### config.mk
export PLATFORM = sky130hd
export DESIGN_NAME = line_bounded_substring_find_core
export DESIGN_NICKNAME = d
export VERILOG_FILES = /design/src/rtl/lbsf_pkg.sv /design/src/rtl/lbsf_cell.sv /design/src/rtl/line_bounded_substring_find_core.sv
export SDC_FILE = /design/constraint.sdc
export NUM_CORES = 1
export LEC_CHECK = 0
export BUFFER_PORTS_ARGS = -buffer_cell sky130_fd_sc_hd__buf_2
export CELL_PAD_IN_SITES_DETAIL_PLACEMENT = 1
export CELL_PAD_IN_SITES_GLOBAL_PLACEMENT = 1
export CORE_ASPECT_RATIO = 1.2
export CORE_MARGIN = 2
export CORE_UTILIZATION = 30
export CTS_BUF_LIST = sky130_fd_sc_hd__clkbuf_8
export DETAILED_ROUTE_END_ITERATION = 10
export GPL_TIMING_DRIVEN = 0
export HOLD_SLACK_MARGIN = 0.05
export PLACE_DENSITY = 0.67
export SLEW_MARGIN = 20
export SYNTH_ARGS = -nofsm -noshare
export SYNTH_HDL_FRONTEND = slang
export SYNTH_SLANG_ARGS = --single-unit
### constraint.sdc
create_clock -name clk -period 8.1 [get_ports clk]
set_clock_uncertainty 0.1 [all_clocks]
set_input_delay 0.405 -clock clk [delete_from_list [all_inputs] [get_ports clk]]
set_output_delay 0.405 -clock clk [all_outputs]
set_load 0.01 [all_outputs]
### src/rtl/lbsf_pkg.sv
package lbsf_pkg;

	localparam int PATTERN_CHARS = 8;
	localparam int WIN_DEPTH     = PATTERN_CHARS - 1;
	localparam int CHAR_W        = 8;
	localparam int LINE_W        = 10;
	localparam int POS_W         = 8;
	localparam int LEN_W         = 4;
	localparam int PAT_W         = PATTERN_CHARS * CHAR_W;
	localparam int CFG_IDX_W     = 2;
	localparam int CFG_DATA_W    = 64;

	localparam logic [CFG_IDX_W-1:0] CFG_PATTERN_CHARS  = 2'd0;
	localparam logic [CFG_IDX_W-1:0] CFG_PATTERN_LENGTH = 2'd1;

	localparam logic CMD_BEGIN = 1'b0;
	localparam logic CMD_CHAR  = 1'b1;

	typedef struct packed {
		logic shift;
		logic clear;
	} win_ctrl_t;

endpackage

### src/rtl/lbsf_cell.sv
module lbsf_cell (
	input  logic                       clk,
	input  logic                       arst_n,
	input  lbsf_pkg::win_ctrl_t        ctrl,
	input  logic [lbsf_pkg::CHAR_W-1:0] byte_in,
	input  logic                       valid_in,
	input  logic [lbsf_pkg::CHAR_W-1:0] exp_byte,
	input  logic                       cmp_en,
	output logic [lbsf_pkg::CHAR_W-1:0] byte_q,
	output logic                       valid_q,
	output logic                       hit
);

	always_ff @(posedge clk or negedge arst_n) begin
		if (!arst_n) begin
			valid_q <= 1'b0;
		end else if (ctrl.clear) begin
			valid_q <= 1'b0;
		end else if (ctrl.shift) begin
			valid_q <= valid_in;
		end
	end

	always_ff @(posedge clk) begin
		if (ctrl.shift) begin
			byte_q <= byte_in;
		end
	end

	// a lane outside the pattern always agrees
	assign hit = !cmp_en || (valid_q && (byte_q == exp_byte));

endmodule

### src/rtl/line_bounded_substring_find_core.sv
// channel | handshake            | payload
// cfg     | cfg_valid/cfg_ready  | cfg_index, cfg_data
// in      | in_valid/in_ready    | command, char_in, line_index, char_pos, end_of_line, end_of_scan
// out     | out_valid/out_ready  | found, match_line, match_pos
// one character per cycle unless a result waits; the compare across the cell row and the window shift
// happen in the cycle a transaction is taken, the result is registered and shows in the next cycle
// a single output register; input stalls only while a result waits unclaimed
// reset empties the window and arms the search; pattern registers reset to zero
module line_bounded_substring_find_core (
	input  logic                            clk,
	input  logic                            arst_n,
	input  logic                            cfg_valid,
	output logic                            cfg_ready,
	input  logic [lbsf_pkg::CFG_IDX_W-1:0]  cfg_index,
	input  logic [lbsf_pkg::CFG_DATA_W-1:0] cfg_data,
	input  logic                            in_valid,
	output logic                            in_ready,
	input  logic                            command,
	input  logic [lbsf_pkg::CHAR_W-1:0]     char_in,
	input  logic [lbsf_pkg::LINE_W-1:0]     line_index,
	input  logic [lbsf_pkg::POS_W-1:0]      char_pos,
	input  logic                            end_of_line,
	input  logic                            end_of_scan,
	output logic                            out_valid,
	input  logic                            out_ready,
	output logic                            found,
	output logic [lbsf_pkg::LINE_W-1:0]     match_line,
	output logic [lbsf_pkg::POS_W-1:0]      match_pos
);

	logic [lbsf_pkg::PAT_W-1:0]  pattern_q;
	logic [lbsf_pkg::LEN_W-1:0]  pat_len_q;
	logic [lbsf_pkg::LEN_W-1:0]  len_eff;
	logic [lbsf_pkg::LEN_W-1:0]  len_m1;
	logic [lbsf_pkg::CHAR_W-1:0] lane_exp [lbsf_pkg::PATTERN_CHARS];
	logic [lbsf_pkg::PATTERN_CHARS-1:0] lane_en;
	logic [lbsf_pkg::CHAR_W-1:0] win_byte  [lbsf_pkg::WIN_DEPTH];
	logic [lbsf_pkg::WIN_DEPTH-1:0] win_valid;
	logic [lbsf_pkg::WIN_DEPTH-1:0] win_hit;
	logic                        done_q;
	logic                        take;
	logic                        is_char;
	logic                        active;
	logic                        match;
	logic                        emit;
	logic [lbsf_pkg::POS_W-1:0]  start_pos;
	lbsf_pkg::win_ctrl_t         ctrl;

	assign cfg_ready = 1'b1;

	always_ff @(posedge clk or negedge arst_n) begin
		if (!arst_n) begin
			pattern_q <= '0;
			pat_len_q <= '0;
		end else if (cfg_valid) begin
			if (cfg_index == lbsf_pkg::CFG_PATTERN_CHARS) begin
				pattern_q <= cfg_data[lbsf_pkg::PAT_W-1:0];
			end else if (cfg_index == lbsf_pkg::CFG_PATTERN_LENGTH) begin
				pat_len_q <= cfg_data[lbsf_pkg::LEN_W-1:0];
			end
		end
	end

	assign len_eff = (pat_len_q > lbsf_pkg::LEN_W'(lbsf_pkg::PATTERN_CHARS))
		? lbsf_pkg::LEN_W'(lbsf_pkg::PATTERN_CHARS) : pat_len_q;
	assign len_m1 = len_eff - lbsf_pkg::LEN_W'(1);

	// lane j holds the pattern byte that must sit j characters back
	always_comb begin
		logic [lbsf_pkg::LEN_W-1:0] idx;
		for (int j = 0; j < lbsf_pkg::PATTERN_CHARS; j++) begin
			idx         = len_m1 - lbsf_pkg::LEN_W'(j);
			lane_exp[j] = pattern_q[idx[2:0]*lbsf_pkg::CHAR_W +: lbsf_pkg::CHAR_W];
			lane_en[j]  = lbsf_pkg::LEN_W'(j) < len_eff;
		end
	end

	for (genvar k = 0; k < lbsf_pkg::WIN_DEPTH; k++) begin : g_cell
		logic [lbsf_pkg::CHAR_W-1:0] b_in;
		logic                        v_in;
		if (k == 0) begin : g_head
			assign b_in = char_in;
			assign v_in = 1'b1;
		end else begin : g_link
			assign b_in = win_byte[k-1];
			assign v_in = win_valid[k-1];
		end
		lbsf_cell u_cell (
			.clk      (clk),
			.arst_n   (arst_n),
			.ctrl     (ctrl),
			.byte_in  (b_in),
			.valid_in (v_in),
			.exp_byte (lane_exp[k+1]),
			.cmp_en   (lane_en[k+1]),
			.byte_q   (win_byte[k]),
			.valid_q  (win_valid[k]),
			.hit      (win_hit[k])
		);
	end

	assign in_ready = !out_valid || out_ready;
	assign take     = in_valid && in_ready;
	assign is_char  = command == lbsf_pkg::CMD_CHAR;
	assign active   = is_char && !done_q;
	// lane zero is enabled only for a non-empty pattern
	assign match    = lane_en[0] && (char_in == lane_exp[0]) && (&win_hit);
	assign emit     = take && active && (match || end_of_scan);

	assign ctrl.clear = take && (!is_char || (active && !match && end_of_line));
	assign ctrl.shift = take && active && !match && !end_of_line;

	assign start_pos = (char_pos >= lbsf_pkg::POS_W'(len_m1))
		? char_pos - lbsf_pkg::POS_W'(len_m1) : '0;

	always_ff @(posedge clk or negedge arst_n) begin
		if (!arst_n) begin
			done_q <= 1'b0;
		end else if (take) begin
			if (!is_char) begin
				done_q <= 1'b0;
			end else if (emit) begin
				done_q <= 1'b1;
			end
		end
	end

	always_ff @(posedge clk or negedge arst_n) begin
		if (!arst_n) begin
			out_valid <= 1'b0;
		end else if (emit) begin
			out_valid <= 1'b1;
		end else if (out_ready) begin
			out_valid <= 1'b0;
		end
	end

	always_ff @(posedge clk) begin
		if (emit) begin
			found      <= match;
			match_line <= match ? line_index : '0;
			match_pos  <= match ? start_pos : '0;
		end
	end

endmodule

Word-level counts from Yosys, hierarchy flattened
Cells that the tools add are included.
Word-level totals
  logic and storage cells: 126
  memories: 0
  output and inout port bits: 22
  bits in writable memories: 0
  bits of input ports: 100
  latch bits: 0
  register bits after elaboration: 152
  ROM bits: 0
Operators by class
  muxes and demuxes: 19
  bitwise gates (word level): 1
  div/mod/pow operators: 0
  add/sub/neg operators: 9
  reduce and logical (&&, ||, !) cells: 48
  shift operators: 8
  magnitude comparators: 10
  equal/unequal tests: 10
  multiply operators: 0
Operators by type and width (count)
  $shiftx 64x7->8: 8
  $eq 8x8->1: 8
  $logic_and 1x1->1: 18
  $mux 1: 18
  $lt 3x4->1 const A: 4
  $logic_not 1->1: 12
  $sub 3x3->3 const B: 4
  $logic_or 1x1->1: 10
  $ge 8x4->1: 1
  $lt 1x4->1 const A: 2
  $lt 2x4->1 const A: 2
  $sub 8x4->8: 1
  $reduce_and 7->1: 1
  $reduce_and 2->1: 3
  $sub 3x2->3 const B: 2
  $gt 4x4->1 const B: 1
  $mux 4: 1
  $reduce_bool 2->1: 2
  $sub 4x1->4 const B: 1
  $reduce_and 3->1: 1
  $sub 3x1->3 const B: 1
  $eq 2x1->1 const B: 1
  $logic_not 2->1: 1
  $ne 2x1->1 const B: 1
  $not 1->1: 1

Longest topological paths before layout
  depth after elaboration: 16
  depth in mapped cells: 19
  mapped depth without buffers: 14

Hierarchy
A second synthesis with hierarchy kept.
Second synthesis, totals
  cells, all modules: 671
  area total of the unflattened synthesis: 8748.4 um2
By module, submodules not included
  line_bounded_substring_find_core: area each 6112.1 um2, instances 1, cells an instance 510, sequential area each 2322.2 um2
  lbsf_cell: area each 376.6 um2, instances 7, cells an instance 23, sequential area each 265.3 um2

Worst setup path before layout
OpenSTA, ideal clock, no wires.
  path kind: reg-to-reg
  start: reg pat_len_q[3] (netlist name)
  end: reg g_cell[0].u_cell.byte_q[0] (netlist name) (enable)
  path buffers: 4
  cell stages (with the launch flop): 15
  library setup time: 0.420 ns
  data required time: 7.580 ns
  period minus slack after synthesis: 4.952 ns
  path slack: 3.148 ns
  arrival: 4.432 ns
  cells stage by stage: dfrtp_1 > nand2b_1 > buf_2 > buf_1 > ha_1 > buf_6 > xor2_4 > buf_6 > mux4_2 > mux2i_1 > xnor2_1 > a2111oi_0 > o22ai_1 > nand3b_4 > and2_1
RTL lines
  from (decl): RTL line line_bounded_substring_find_core.sv:32  | logic [lbsf_pkg::LEN_W-1:0] pat_len_q;
  from (signal assigned): RTL line line_bounded_substring_find_core.sv:59  | pat_len_q <= cfg_data[lbsf_pkg::LEN_W-1:0];
  to (signal assigned): RTL line lbsf_cell.sv:26  | byte_q <= byte_in;
  to (decl): RTL line lbsf_cell.sv:9  | output logic [lbsf_pkg::CHAR_W-1:0] byte_q,

Final worst setup path
  start: reg pat_len_q[3] (netlist name)
  end: reg match_pos[0] (netlist name) (enable)
On the way
  word-level cells in the longest chain between the ends: 12
  elaborated cells between the ends (all ways): 60
  those cells by class: add/sub: 8; order compare: 9; eq/ne: 8; shift: 8; mux: 1; reduce/logical: 26
Ends and longest elaborated chain
  $gt 4x4->1: RTL line line_bounded_substring_find_core.sv:64  | assign len_eff = (pat_len_q > lbsf_pkg::LEN_W'(lbsf_pkg::PATTERN_CHARS))
  $mux 4 (*): RTL line line_bounded_substring_find_core.sv:65  | ? lbsf_pkg::LEN_W'(lbsf_pkg::PATTERN_CHARS) : pat_len_q;
  $sub 4x1->4: RTL line line_bounded_substring_find_core.sv:66  | assign len_m1 = len_eff - lbsf_pkg::LEN_W'(1);
  $sub 3x1->3 (tied with other cells): RTL line line_bounded_substring_find_core.sv:72  | idx = len_m1 - lbsf_pkg::LEN_W'(j);
  $shiftx 64x7->8: RTL line line_bounded_substring_find_core.sv:73  | lane_exp[j] = pattern_q[idx[2:0]*lbsf_pkg::CHAR_W +: lbsf_pkg::CHAR_W];
  $eq 8x8->1: RTL line lbsf_cell.sv:31  | assign hit = !cmp_en || (valid_q && (byte_q == exp_byte));
  $logic_and 1x1->1: RTL line lbsf_cell.sv:31
  $logic_or 1x1->1: RTL line lbsf_cell.sv:31
  $reduce_and 7->1: RTL line line_bounded_substring_find_core.sv:107  | assign match = lane_en[0] && (char_in == lane_exp[0]) && (&win_hit);
  $logic_and 1x1->1 (*): RTL line line_bounded_substring_find_core.sv:107
  $logic_or 1x1->1 (*): RTL line line_bounded_substring_find_core.sv:108  | assign emit = take && active && (match || end_of_scan);
  $logic_and 1x1->1 (*): RTL line line_bounded_substring_find_core.sv:108
  named net emit: RTL line line_bounded_substring_find_core.sv:45  | logic emit;
  to (signal assigned): RTL line line_bounded_substring_find_core.sv:142  | match_pos <= match ? start_pos : '0;
  to (decl): RTL line line_bounded_substring_find_core.sv:28  | output logic [lbsf_pkg::POS_W-1:0] match_pos
Mark *: on every way through the listed nets, which the timed path passes. The rest lies on a longest branch.
A chain may end at the register's enable or synchronous reset.

==> flow_metrics.py <==
metrics = {
    "run_status": {
        "status": "finished clean",
    },
    "sta": {
        "max_slew_margin": 0.195,
        "period_share": 0.815,
        "rsz0062_at_grt": "no",
        "tightest_slew_ps": 1200,
        "setup_viol": 0,
        "fmax_mhz": 151,
        "period_needed_ps": 6600,
        "finalHoldViolCount": 0,
        "tns_ps": 0,
        "slew_violations": 0,
    },
    "place": {
        "gp_congestion": 0.928,
        "postPlaceCellArea_sq_um": 11100,
        "hpwl_mm": 27.0,
        "dp.cells": 1386,
        "io_buffer_count": 120,
    },
    "synth": {
        "yosysTopAreaCellShare": 0.227,
        "async_reset_ff_frac": 0.507,
        "ys_warn_count": 0,
        "synthTopCellsByArea": "edfxtp_1 23%, dfrtp_1 19%, mux2i_1 9.6%",
        "synth-edff-count": 75,
        "syn-cell-area_sq_um": 9930,
        "ys_seq_area_frac": 0.421,
        "synth.distinct_cells": 85,
        "mappedNetlistNets": 960,
        "synthFlopType": "dfrtp_1",
        "yosys_register_bits": 152,
        "avgSynthCellArea_sq_um": 11.6,
        "synth_cells": 853,
        "yosysTopAreaCell": "edfxtp_1",
        "synth_common_cells": "95 x mux2i_1, 80 x mux2_2, 77 x dfrtp_1",
        "yosysMostFrequentCell": "mux2i_1",
    },
    "global_routing": {
        "antenna_found_initial": 1,
        "grt_max_degree": 58,
        "grt_pass1_wl_mm": 52.0,
        "grt_usage": 0.204,
        "grt_pass1_vias": 8379,
        "gr-total-overflow": 0,
    },
    "final_layout": {
        "antenna_cells": 0,
        "final_cells": 1482,
        "fin_area_sq_um": 12100,
        "fillers": 3652,
        "layout.area.seq_sq_um": 4180,
        "multi_input_area_sq_um": 5360,
        "drive_above_1_share": 0.291,
        "fin_nets": 1164,
        "syn_to_final_growth_pct": 22.0,
    },
    "die": {
        "fp.dieH_um": 203,
        "top_level_ports": 122,
        "die_w_um": 170,
        "die-area_sq_um": 34600,
        "start_util": 0.302,
        "rows": 73,
        "core_area_sq_um": 32900,
    },
    "clock_network": {
        "clkLatencyLatePin_ps": 490,
        "cts_tree": "done",
        "cts_resized": 0,
        "htree_levels": 4,
        "cts_buffers": 17,
        "cts_max_path_buffers": 2,
        "clockRootBuffer": "clkbuf_8",
        "cts_sinks": 152,
        "clk_pin_slew_worst_paths_ps": 100,
    },
    "power": {
        "powerDensity_nw_per_um2": 258,
        "peakVddDrop_mv": 0.113,
        "power.leakage_nw": 4.73,
    },
    "route": {
        "drt-initial-drc-count": 587,
        "wl_per_cell_um": 23.4,
        "route.detailed.drc": 0,
        "postRouteAntennaNets": 0,
        "vias": 8031,
        "viasPerCell": 5.42,
        "drtPass1Iterations": 5,
        "routed_wl_mm": 34.7,
    },
    "setup_path": {
        "cpPeakStageDelay_ps": 630,
        "critical-path-top-delay-family": "buffers and inverters",
        "cp_num_buf_inv": 7,
        "cpMaxStageDelayCell": "o211a_1",
        "path_class": "reg2reg",
        "worstSetupEndpointType": "flip-flop",
        "ff2ff_setup_slack_ps": 1500,
        "crit_top_cell": "buf_2",
        "path_cells": "nand2b_1 > buf_2 > buf_1 > ha_1 > buf_2 > buf_2 > inv_1 > clkbuf_1 > o221ai_1 > a21oi_1 > xnor2_1 > nand4_1 > nor4_1 > nand4_1 > a221oi_2 > nand3b_4 > inv_2 > o211a_1",
        "worstPathArrival_ps": 6620,
        "start_kind": "flip-flop",
        "critPathMaxFanout": 21,
        "required_ps": 8120,
    },
    "worst_hold_path": {
        "hold_class": "in2reg",
    },
    "run": {
        "maxCapViolations": 0,
    },
}
final cells by class:
class	count	share of cell area
Buffer	59	0.0280
Clock buffer	17	0.0193
Clock inverter	15	0.0131
Inverter	15	0.00527
Multi-Input combinational cell	627	0.442
Sequential cell	152	0.345
Tap cell	412	0.0425
Timing Repair Buffer	185	0.105
layer usage:
layer | routed length, um | share of wire | global-route usage | vias up
met4 | 1130 | 0.033 | 0.0781 | 2
li1 | - | - | - | 3641
met2 | 17100 | 0.49 | 0.350 | 281
met3 | 1580 | 0.045 | 0.0353 | 64
met5 | 13 | 0.00037 | 0 | -
met1 | 14900 | 0.43 | 0.256 | 4043
sequential cells by signal (all words and copies together) (netlist names):
signal,count
match_pos,8
g_cell.u_cell.valid_q,7
done_q,1
g_cell.u_cell.byte_q,56
match_line,10
out_valid,1
pat_len_q,4
found,1
pattern_q,64
stage by stage:
stage	utilization	setup WS (ps)	total power, W	hold slack (ps)
finish	0.368	1500	0.00312	68.2
global route	0.368	1210	0.00328	60.9
CTS	0.368	1550	0.00313	51.1
detailed placement	0.337	1620	0.00250	249
global placement	0.336	1260	0.00247	345
floorplan	-	3150	0.00200	9.41
placed cells by master (no fill, tap or decap), types with 8 or more instances in the layout:
cell and count:
o21ai_0 21, a31oi_1 8, and2_1 12, nor3b_1 8, nor3_1 9, o221ai_1 19
nand4_1 9, nor4_1 12, nand3_1 15, mux4_2 18, mux2_2 80, inv_1 12
xnor2_1 56, xor2_1 30, mux2i_1 95, a21oi_1 28, clkbuf_8 17, dfrtp_1 77
nand2_1 27, clkbuf_1 20, buf_2 142, edfxtp_1 75, dlygate4sd3_1 64, o22ai_1 19
nor2_1 42
report_power, final:
part           leakage [nW]  switching (W)  total [W]  internal (W)
combinational          2.92       0.000860    0.00149      0.000635
sequential             1.61       0.000136    0.00103      0.000889
clock                 0.198       0.000346   0.000602      0.000256
kinds of logic after synthesis:
kind of cell               Yosys count  synth area share
muxes                              195             0.230
and+or+nand+nor                    174            0.0986
AOI/OAI and AO/OA                  159             0.117
DFF                                152             0.421
xor gates and xnor gates            88            0.0814
buffers and inverters               74            0.0406
adders and majority gates           10            0.0118
other                                1          0.000378
timing repair:
item,in CTS,in global routing
buffers inserted,0,0
hold endpoints to repair,87,1
hold buffers,63,1
path summary, 6_finish.rpt:
path / startpoint / endpoint / cells after the start
setup / recovery: pat_len_q[3]$_DFFE_PN0P_ / match_pos[0]$_SDFFCE_PN0P_ / 18
hold / removal: cfg_data[0] / pattern_q[0]$_DFFE_PN0P_ / 2
setup reg to reg: pat_len_q[3]$_DFFE_PN0P_ / match_pos[0]$_SDFFCE_PN0P_ / 18
hold reg to reg: g_cell[4].u_cell.byte_q[2]$_DFFE_PP_ / g_cell[5].u_cell.byte_q[2]$_DFFE_PP_ / 0
max in group asynchronous: arst_n / pattern_q[12]$_DFFE_PN0P_ / 3
min in group asynchronous: arst_n / pattern_q[35]$_DFFE_PN0P_ / 2
(Power assumes the default switching activity.)
